## src/hdl/dlrp_pkg.sv

```systemverilog
package dlrp_pkg;

    localparam int POOL_DEPTH = 128;
    localparam int POS_W      = (POOL_DEPTH > 1) ? $clog2(POOL_DEPTH) : 1;

    localparam int SEED_W   = 32;
    localparam int CACHE_W  = 15;
    localparam int VALUE_W  = 7;
    localparam int OFFSET_W = 7;
    localparam int OP_W     = 2;

    // wide enough for pos + offset before reduction
    localparam int SUM_W = $clog2(POOL_DEPTH + (1 << OFFSET_W) - 1);

    localparam int LFSR_STEPS = 31;
    localparam int STEP_W     = $clog2(LFSR_STEPS);
    localparam int TOP_BIT    = 30;

    localparam logic [SEED_W-1:0] SEED_A_RESET = 32'h5465_7687;
    localparam logic [SEED_W-1:0] SEED_B_RESET = 32'h7264_1663;

    localparam logic [OP_W-1:0] OP_NEXT = 2'd0;
    localparam logic [OP_W-1:0] OP_FILL = 2'd1;
    localparam logic [OP_W-1:0] OP_LOAD = 2'd2;
    localparam logic [OP_W-1:0] OP_READ = 2'd3;

    localparam int S_DATA_W = 72;
    localparam int M_DATA_W = 48;

endpackage

```

## src/hdl/dual_lfsr_random_pool_unit.sv

```systemverilog
// channel   dir  handshake                  payload
// s (item)  in   i_s_tvalid / o_s_tready    s_tdata: seed_a, seed_b, offset; s_tuser: op
// m (item)  out  o_m_tvalid / i_m_tready    m_tdata: rand_a, rand_b, pool_value, pool_pos
//
// one item at a time; both seeds share one shift step per cycle
// next: ring write, 31 seed steps, handoff; fill: write and steps per entry, handoff
// load: seeds and caches taken at accept, then handoff; read: reduce, read wait, handoff
// after reset a clearing pass writes zero to every ring entry, not ready meanwhile
// a finished item waits in the output register; a stall holds only the final handoff
module dual_lfsr_random_pool_unit
    import dlrp_pkg::*;
(
    input  logic                i_clk,
    input  logic                i_rst_n,
    input  logic                i_s_tvalid,
    output logic                o_s_tready,
    // [31:0] seed_a, [63:32] seed_b, [70:64] offset, [71] zero
    input  logic [S_DATA_W-1:0] i_s_tdata,
    // [1:0] op
    input  logic [OP_W-1:0]     i_s_tuser,
    output logic                o_m_tvalid,
    input  logic                i_m_tready,
    // [14:0] rand_a, [29:15] rand_b, [36:30] pool_value, [43:37] pool_pos, [47:44] zero
    output logic [M_DATA_W-1:0] o_m_tdata
);

    localparam logic [2:0] ST_CLEAR  = 3'd0;
    localparam logic [2:0] ST_IDLE   = 3'd1;
    localparam logic [2:0] ST_WRITE  = 3'd2;
    localparam logic [2:0] ST_STEP   = 3'd3;
    localparam logic [2:0] ST_REDUCE = 3'd4;
    localparam logic [2:0] ST_RWAIT  = 3'd5;
    localparam logic [2:0] ST_DONE   = 3'd6;

    function automatic logic [SEED_W-1:0] lfsr_step(input logic [SEED_W-1:0] s);
        logic [SEED_W-1:0] t;
        t = s >> 1;
        t[TOP_BIT] = t[TOP_BIT] | (s[0] ^ s[4]);
        return t;
    endfunction

    logic [2:0]          r_state, n_state;
    logic [OP_W-1:0]     r_op, n_op;
    logic [SEED_W-1:0]   r_seed_a, n_seed_a;
    logic [SEED_W-1:0]   r_seed_b, n_seed_b;
    logic [CACHE_W-1:0]  r_cache_a, n_cache_a;
    logic [CACHE_W-1:0]  r_cache_b, n_cache_b;
    logic [POS_W-1:0]    r_pos, n_pos;
    logic [POS_W-1:0]    r_cnt, n_cnt;
    logic [STEP_W-1:0]   r_step, n_step;
    logic [SUM_W-1:0]    r_idx, n_idx;
    logic                r_out_valid, n_out_valid;
    logic [M_DATA_W-1:0] r_out_data, n_out_data;

    logic                s_accept;
    logic                ram_we;
    logic [POS_W-1:0]    ram_waddr;
    logic [VALUE_W-1:0]  ram_wdata;
    logic [VALUE_W-1:0]  ram_rdata;
    logic [SEED_W-1:0]   step_a, step_b;
    logic [POS_W-1:0]    pos_inc;
    logic [VALUE_W-1:0]  out_value;

    assign o_s_tready = (r_state == ST_IDLE);
    assign s_accept   = i_s_tvalid && o_s_tready;

    assign step_a  = lfsr_step(r_seed_a);
    assign step_b  = lfsr_step(r_seed_b);
    assign pos_inc = (r_pos == POS_W'(POOL_DEPTH - 1)) ? '0 : r_pos + 1'b1;

    assign ram_we    = (r_state == ST_CLEAR) || (r_state == ST_WRITE);
    assign ram_waddr = (r_state == ST_CLEAR) ? r_cnt : r_pos;
    assign ram_wdata = (r_state == ST_CLEAR) ? '0 : r_cache_a[VALUE_W-1:0];
    assign out_value = (r_op == OP_READ) ? ram_rdata : '0;

    dlrp_ram #(
        .WIDTH (VALUE_W),
        .DEPTH (POOL_DEPTH)
    ) u_ring (
        .i_clk   (i_clk),
        .i_we    (ram_we),
        .i_waddr (ram_waddr),
        .i_wdata (ram_wdata),
        .i_raddr (r_idx[POS_W-1:0]),
        .o_rdata (ram_rdata)
    );

    always_comb begin
        n_state     = r_state;
        n_op        = r_op;
        n_seed_a    = r_seed_a;
        n_seed_b    = r_seed_b;
        n_cache_a   = r_cache_a;
        n_cache_b   = r_cache_b;
        n_pos       = r_pos;
        n_cnt       = r_cnt;
        n_step      = r_step;
        n_idx       = r_idx;
        n_out_valid = r_out_valid && !i_m_tready;
        n_out_data  = r_out_data;

        case (r_state)
            ST_CLEAR: begin
                n_cnt = r_cnt + 1'b1;
                if (r_cnt == POS_W'(POOL_DEPTH - 1)) begin
                    n_cnt   = '0;
                    n_state = ST_IDLE;
                end
            end
            ST_IDLE: begin
                if (s_accept) begin
                    n_op = i_s_tuser;
                    case (i_s_tuser)
                        OP_NEXT: begin
                            n_state = ST_WRITE;
                        end
                        OP_FILL: begin
                            n_pos   = '0;
                            n_cnt   = '0;
                            n_state = ST_WRITE;
                        end
                        OP_LOAD: begin
                            n_seed_a  = i_s_tdata[31:0];
                            n_seed_b  = i_s_tdata[63:32];
                            n_cache_a = i_s_tdata[CACHE_W-1:0];
                            n_cache_b = i_s_tdata[32 +: CACHE_W];
                            n_state   = ST_DONE;
                        end
                        default: begin
                            n_idx   = SUM_W'(r_pos) + SUM_W'(i_s_tdata[70:64]);
                            n_state = ST_REDUCE;
                        end
                    endcase
                end
            end
            ST_WRITE: begin
                n_pos   = pos_inc;
                n_step  = '0;
                n_state = ST_STEP;
            end
            ST_STEP: begin
                n_seed_a = step_a;
                n_seed_b = step_b;
                n_step   = r_step + 1'b1;
                if (r_step == STEP_W'(LFSR_STEPS - 1)) begin
                    n_cache_a = step_a[CACHE_W-1:0];
                    n_cache_b = step_b[CACHE_W-1:0];
                    if (r_op == OP_FILL && r_cnt != POS_W'(POOL_DEPTH - 1)) begin
                        n_cnt   = r_cnt + 1'b1;
                        n_state = ST_WRITE;
                    end else begin
                        n_state = ST_DONE;
                    end
                end
            end
            ST_REDUCE: begin
                // one subtract a cycle until the index lands inside the ring
                if (r_idx >= SUM_W'(POOL_DEPTH)) begin
                    n_idx = r_idx - SUM_W'(POOL_DEPTH);
                end else begin
                    n_state = ST_RWAIT;
                end
            end
            ST_RWAIT: begin
                n_state = ST_DONE;
            end
            ST_DONE: begin
                if (!r_out_valid || i_m_tready) begin
                    n_out_valid = 1'b1;
                    n_out_data  = {4'b0, 7'(r_pos), out_value, r_cache_b, r_cache_a};
                    n_state     = ST_IDLE;
                end
            end
            default: begin
                n_state = ST_IDLE;
            end
        endcase
    end

    always_ff @(posedge i_clk) begin
        if (!i_rst_n) begin
            r_state     <= ST_CLEAR;
            r_op        <= OP_NEXT;
            r_seed_a    <= SEED_A_RESET;
            r_seed_b    <= SEED_B_RESET;
            r_cache_a   <= '0;
            r_cache_b   <= '0;
            r_pos       <= '0;
            r_cnt       <= '0;
            r_step      <= '0;
            r_out_valid <= 1'b0;
        end else begin
            r_state     <= n_state;
            r_op        <= n_op;
            r_seed_a    <= n_seed_a;
            r_seed_b    <= n_seed_b;
            r_cache_a   <= n_cache_a;
            r_cache_b   <= n_cache_b;
            r_pos       <= n_pos;
            r_cnt       <= n_cnt;
            r_step      <= n_step;
            r_out_valid <= n_out_valid;
        end
    end

    always_ff @(posedge i_clk) begin
        r_idx      <= n_idx;
        r_out_data <= n_out_data;
    end

    assign o_m_tvalid = r_out_valid;
    assign o_m_tdata  = r_out_data;

    a_pos_in_ring: assert property (@(posedge i_clk) disable iff (!i_rst_n)
        r_pos < POS_W'(POOL_DEPTH - 1) || r_pos == POS_W'(POOL_DEPTH - 1))
        else $error("ring position beyond pool depth");

    a_busy_after_accept: assert property (@(posedge i_clk) disable iff (!i_rst_n)
        s_accept |=> !o_s_tready)
        else $error("ready again right after an item was taken");

    a_step_bound: assert property (@(posedge i_clk) disable iff (!i_rst_n)
        (r_state == ST_STEP) |-> (r_step < STEP_W'(LFSR_STEPS)))
        else $error("seed step count overran");

    a_no_write_idle: assert property (@(posedge i_clk) disable iff (!i_rst_n)
        (r_state == ST_IDLE || r_state == ST_DONE) |-> !ram_we)
        else $error("ring written outside next, fill or clearing");

    a_read_index: assert property (@(posedge i_clk) disable iff (!i_rst_n)
        (r_state == ST_RWAIT) |-> (r_idx < SUM_W'(POOL_DEPTH)))
        else $error("read index not reduced into the ring");

endmodule

```

## src/hdl/dlrp_ram.sv

```systemverilog
module dlrp_ram #(
    parameter int WIDTH = 8,
    parameter int DEPTH = 128
) (
    input  logic                                    i_clk,
    input  logic                                    i_we,
    input  logic [((DEPTH > 1) ? $clog2(DEPTH) : 1)-1:0] i_waddr,
    input  logic [WIDTH-1:0]                        i_wdata,
    input  logic [((DEPTH > 1) ? $clog2(DEPTH) : 1)-1:0] i_raddr,
    output logic [WIDTH-1:0]                        o_rdata
);

    logic [WIDTH-1:0] r_mem [DEPTH];
    logic [WIDTH-1:0] r_rdata;

    always_ff @(posedge i_clk) begin
        if (i_we) begin
            r_mem[i_waddr] <= i_wdata;
        end
        r_rdata <= r_mem[i_raddr];
    end

    assign o_rdata = r_rdata;

endmodule

```

## config.mk

```make
export PLATFORM = sky130hd
export DESIGN_NAME = dual_lfsr_random_pool_unit
export DESIGN_NICKNAME = d
export VERILOG_FILES = /design/src/hdl/dlrp_pkg.sv /design/src/hdl/dual_lfsr_random_pool_unit.sv /design/src/hdl/dlrp_ram.sv
export SDC_FILE = /design/constraint.sdc
export NUM_CORES = 1
export LEC_CHECK = 0
export ABC_CLOCK_PERIOD_IN_PS = 7000
export BUFFER_PORTS_ARGS = -buffer_cell sky130_fd_sc_hd__buf_4
export CORE_ASPECT_RATIO = 2
export CORE_MARGIN = 5
export CORE_UTILIZATION = 35
export DETAILED_ROUTE_END_ITERATION = 7
export GPL_TIMING_DRIVEN = 0
export PLACE_DENSITY = 0.55
export SYNTH_ARGS = -nofsm -noshare
export SYNTH_HDL_FRONTEND = slang
export SYNTH_SLANG_ARGS = --single-unit
```

## constraint.sdc

```tcl
create_clock -name i_clk -period 7 [get_ports i_clk]
set_clock_uncertainty 0.2 [all_clocks]
set_input_delay 0.7 -clock i_clk [delete_from_list [all_inputs] [get_ports i_clk]]
set_output_delay 0.7 -clock i_clk [all_outputs]
set_load 0.02 [all_outputs]
```

# After elaboration in Yosys (flattened, before gate mapping)
# Memories as Yosys holds them, arrays and structs flattened. A register that Yosys moved wholly into a read port is not among the register bits.
# Cells that the tools add are included.
# word_totals
wordCells	113
regBits	171
mem_count	1
ramBits	896
output_inout_bits	50
inputBits	78
# mem_list
name	words	width	read_ports	rd_clocked_by_memory_dff	wr	line	source
u_ring.r_mem	128	7	1	1	1	dlrp_ram.sv:13	logic [WIDTH-1:0] r_mem [DEPTH];
# classes
addsub	5
bitwise	4
eq_ne	24
order_cmp	1
n_reduce_logical	24
muxes	41
# op_table
op	n
2-to-1 mux 32 bit	4
one-hot mux 32 bit (2 select lines)	2
2-to-1 mux 15 bit	6
one-hot mux 15 bit (2 select lines)	2
2-to-1 mux 7 bit	8
2-to-1 mux 8 bit	3
one-hot mux 3 bit (7 select lines)	1
one-hot mux 7 bit (3 select lines)	1
2-to-1 mux 3 bit	6
one-hot mux 8 bit (2 select lines)	1
adder 7 x 1 -> 7 bit (second input constant)	2
== test 7 bit (second input constant)	2
one-hot mux 7 bit (2 select lines)	1
!= test 2 bit (second input constant)	6
one-hot mux 5 bit (2 select lines)	1
AND reduction 5 bit	2
== test 3 bit (second input constant)	3
adder 7 x 7 -> 8 bit	1
greater-or-equal comparator 8 bit (second input constant)	1
!= test 2 x 1 -> 1 bit (second input constant)	4
AND reduction 4 bit	2
nonzero test 2 bit	4
subtractor 8 bit (second input constant)	1
!= test 7 bit (second input constant)	1
other kinds (20)	34

# Depth between registers and ports, before layout
# logic_depth
depth_word	5
depth_mapped	10
ltp_nobuf	9

# Cells and area by module
# Synthesis repeated with hierarchy kept, for this count alone.
# hier_totals
cells_unflattened	2180
area_unflattened_um2	42263.0
# modules_own_cells
module	seq_area_each_um2	cells_each	instances	area_per_inst_um2
dlrp_ram	27045.9	1453	1	34807.1
dual_lfsr_random_pool_unit	3943.8	727	1	7455.9

# Worst setup path before layout
# Ideal clock, no wire load.
# synth_path
path_type	reg2reg
start	register r_state[2]
end	memory u_ring.r_mem[0][0] (netlist name), data pin
path_buffers	2
synth_period_minus_slack_ps	4999
arrival_ps	3968
setup_ps	831
path_slack_ps	2001
stages_incl_launch_ff	5
path_cell_list	dfxtp_1 buf_4 nor3_4 clkbuf_1 nor2b_1
# synth_via
elab_chain_cells	2
# synth_lines
element	line	source
from (decl)	dual_lfsr_random_pool_unit.sv:42	logic [2:0] r_state, n_state;
from (signal assigned)	dual_lfsr_random_pool_unit.sv:193	r_state <= n_state;
zero test 3 bit	dual_lfsr_random_pool_unit.sv:73	assign ram_wdata = (r_state == ST_CLEAR) ? '0 : r_cache_a[VALUE_W-1:0];
2-to-1 mux 7 bit	dual_lfsr_random_pool_unit.sv:73	
net ram_wdata[0]	dual_lfsr_random_pool_unit.sv:58	logic [VALUE_W-1:0] ram_wdata;
to (decl)	dlrp_ram.sv:13	
# The timed path passes the listed nets, and every way through them passes these cells.

# Worst setup path in the final report
# layout_path
start	register r_state[2]
end	memory u_ring.r_mem[114][0] (netlist name), enable pin
# layout_via
elab_chain_cells	4
word_cells_on_any_way	6
# layout_lines
element	line	source
== test 3 x 2 -> 1 bit / zero test 3 bit (equally long branches)	dual_lfsr_random_pool_unit.sv:71, dual_lfsr_random_pool_unit.sv:72	
logical OR 1 bit	dual_lfsr_random_pool_unit.sv:71	assign ram_we = (r_state == ST_CLEAR) || (r_state == ST_WRITE);
2-to-1 mux 1 bit	dlrp_ram.sv:17	if (i_we) begin
2-to-1 mux 1 bit (not written as such)	dlrp_ram.sv:18	r_mem[i_waddr] <= i_wdata;
# Several ways; a longest one is shown, not always the timed one.

==> metrics <==
DRT Wirelength=120 mm; mapped cell area=42000 um^2; Hold WC Path Type=in2reg; overall power=12.1 mW; FMAX=0.223 GHz; Post-synth EDFFs=948; Synth top area share=0.678; Post-Syn Area per Cell=17.0 um^2; Critical Path RT=7110 ps; area leader, netlist=edfxtp_1; Top FF cell, synth=edfxtp_1; CTS Hold Bufs=0; Place WS=2600 ps; VDD IR max=190 uV; Slew Viols, Final=11; CORE AREA=119000 um^2; kind of critical path=reg2reg; Seq/Total Area, Yosys=0.738; TNS Setup=0 ps; Core Rows=179; Placer Congestion=0.891; Vias/cell=5.34; Die Area=127000 um^2; Final setup viols=0; initial antenna violation count=1; # DRC=0; Clock Latency Late Sink=700 ps; Synth area leaders=edfxtp_1 68%, mux4_2 9.0%, dfxtp_1 6.0%, mux2i_1 3.5%, nor2_1 2.3%; RSZ-0062 raised after global routing=false; drt first pass iters=7; Starting Density=0.352; Post-CTS Setup Bufs=0; slew margin rel.=-0.0248; Slew @ Worst Pin=1540 ps; Crit. End Element=flop; Routed Antenna Nets=0; asr flop ratio synth=0; Worst R2R Start=r_state[2]; Resized cells post-CTS=0; Data arrival, critical path=4600 ps; crit start category=flop; Seq cells post-synth=1074; cts bufs inserted=89; Die H=500 um; Unique masters post-synth=62; outcome=complete, but fails checks; Routed WL per cell=27.8 um; violated checks=capacitance limit, slew limit; Max FO, Critical Path=10; Final nets=2797; # clock sinks=1074; GRT Resource Usage Total=0.186; clk slew on worst S/H paths=70 ps; root buf cell=clkbuf_16; Iteration-0 DRC Markers=1475; static leakage power=18.2 nW; CTS tree=built; critical hold path startpoint=i_s_tdata[55]; worst setup margin=2510 ps; Cell Pwr Density=250 nW/um^2; GRT overflow=0; # port buffers=122; post-DP HPWL=89.7 mm; warnings from Yosys=0; vias in the first global route=25300; Hold Vio Cnt, Final=0; first-pass GRT wire length=172 mm; critical path startpoint=r_state[2]; die width=255 um; Synth Instances=2464; synthesis-to-finish area growth=15.2%; largest net degree at the start of global routing=44; worst-case clock buffer depth=3; via count=23000; period utilization=0.641; share of post-route cells with drive strength above 1=0.188; I/O pin cnt=128; max_cap viols=1; Tmin final=4490 ps; CTS H-Tree Depth=3
## path summary, 6_finish.rpt
path	endpoint	slack (ps)	cells past startpoint
min	r_seed_b[23]	80	3
max reg2reg	u_ring.r_mem[114][0]	2510	9
max	u_ring.r_mem[114][0]	2510	9
min reg2reg	o_m_tdata[9]	230	0
## cell type report
type | count | area [um^2]
clock inverter | 48 | 488
clock buffer | 118 | 2470
fill | 10900 | 70800
multi-input combinational | 1235 | 10400
sequential | 1074 | 31000
inverter | 12 | 45.0
tap | 1538 | 1920
buffer | 146 | 641
timing repair buffer | 146 | 1440
antenna | 1 | 2.50
## worst max-delay path, stage by stage (launching register included)
cell      delay, ps
dfxtp_1         360
buf_4           210
nor3_4          320
buf_4           210
buf_2           200
nand3b_1        100
o31ai_1         220
nand3_1         590
clkbuf_1        770
nor2_1          900
## synth_stat cells, drive strengths merged (13+ instances only)
cell type and number:
a22oi 56, nand3 28, buf 65, edfxtp 948, a311oi 18, ha 14, nand2 200, o211ai 16
o21ai 27, nor2 259, clkbuf 81, a211oi 88, mux4 168, o22ai 49, o311ai 13, mux2i 147
dfxtp 126, and3 13
## power by group
part	internal, mW	switching [mW]	leakage [nW]	total [mW]
Clock	2.74	2.33	1.44	5.07
Combinational	0.0527	0.109	4.84	0.161
Sequential	6.88	0.00610	11.9	6.89
## per-stage QoR
step / instance area [um^2] / hold WS (ps) / instances / util
6_report: 48400 / 83.8 / 4318 / 0.406
3_3_place_gp: 44800 / 216 / 4127 / 0.376
5_1_grt: 48400 / 68.9 / 4318 / 0.406
3_5_place_dp: 45400 / 218 / 4151 / 0.381
2_1_floorplan: 42000 / 209 / 2467 / -
4_1_cts: 48400 / 29.1 / 4317 / 0.406
## cell families after synthesis
family | Yosys count | synth area share
DFF | 1074 | 0.738
and+or+nand+nor | 575 | 0.0586
muxes | 316 | 0.126
AOI/OAI and AO/OA | 309 | 0.0532
buffers and inverters | 158 | 0.0163
xor gates and xnor gates | 16 | 0.00334
adders and majority gates | 15 | 0.00465
other | 1 | 0.0000893
## placed cells by master (no fill, tap or decap), types with 18 or more instances in the layout
cell type | netlist | routed
a311oi_1 | 18 | 18
a211oi_1 | 88 | 88
buf_2 | 47 | 47
dfxtp_1 | 126 | 126
nand2_1 | 200 | 200
clkbuf_1 | 81 | 98
nor2_1 | 259 | 258
buf_4 | 7 | 129
mux2i_1 | 146 | 146
o22ai_1 | 49 | 49
nand3_1 | 28 | 28
mux4_2 | 168 | 168
o21ai_0 | 23 | 23
clkbuf_16 | 0 | 91
a22oi_1 | 56 | 56
edfxtp_1 | 948 | 948
## registers in the layout (all words and copies together) (netlist names), 5 cells and up
signal          count
r_cache_b          15
r_step              5
r_cnt               7
u_ring.r_mem      896
r_seed_b           32
r_idx               8
u_ring.o_rdata      7
o_m_tdata          44
r_seed_a           32
r_cache_a          15
r_pos               7
## routing by layer
layer / up-vias / track usage / part of all wire
met4: 0 / 0.117 / 0.076
met1: 11800 / 0.173 / 0.31
met2: 796 / 0.366 / 0.57
li1: 10200 / - / -
met5: - / 0 / 0
met3: 267 / 0.0281 / 0.045
Power figures use the tool's default switching activity.
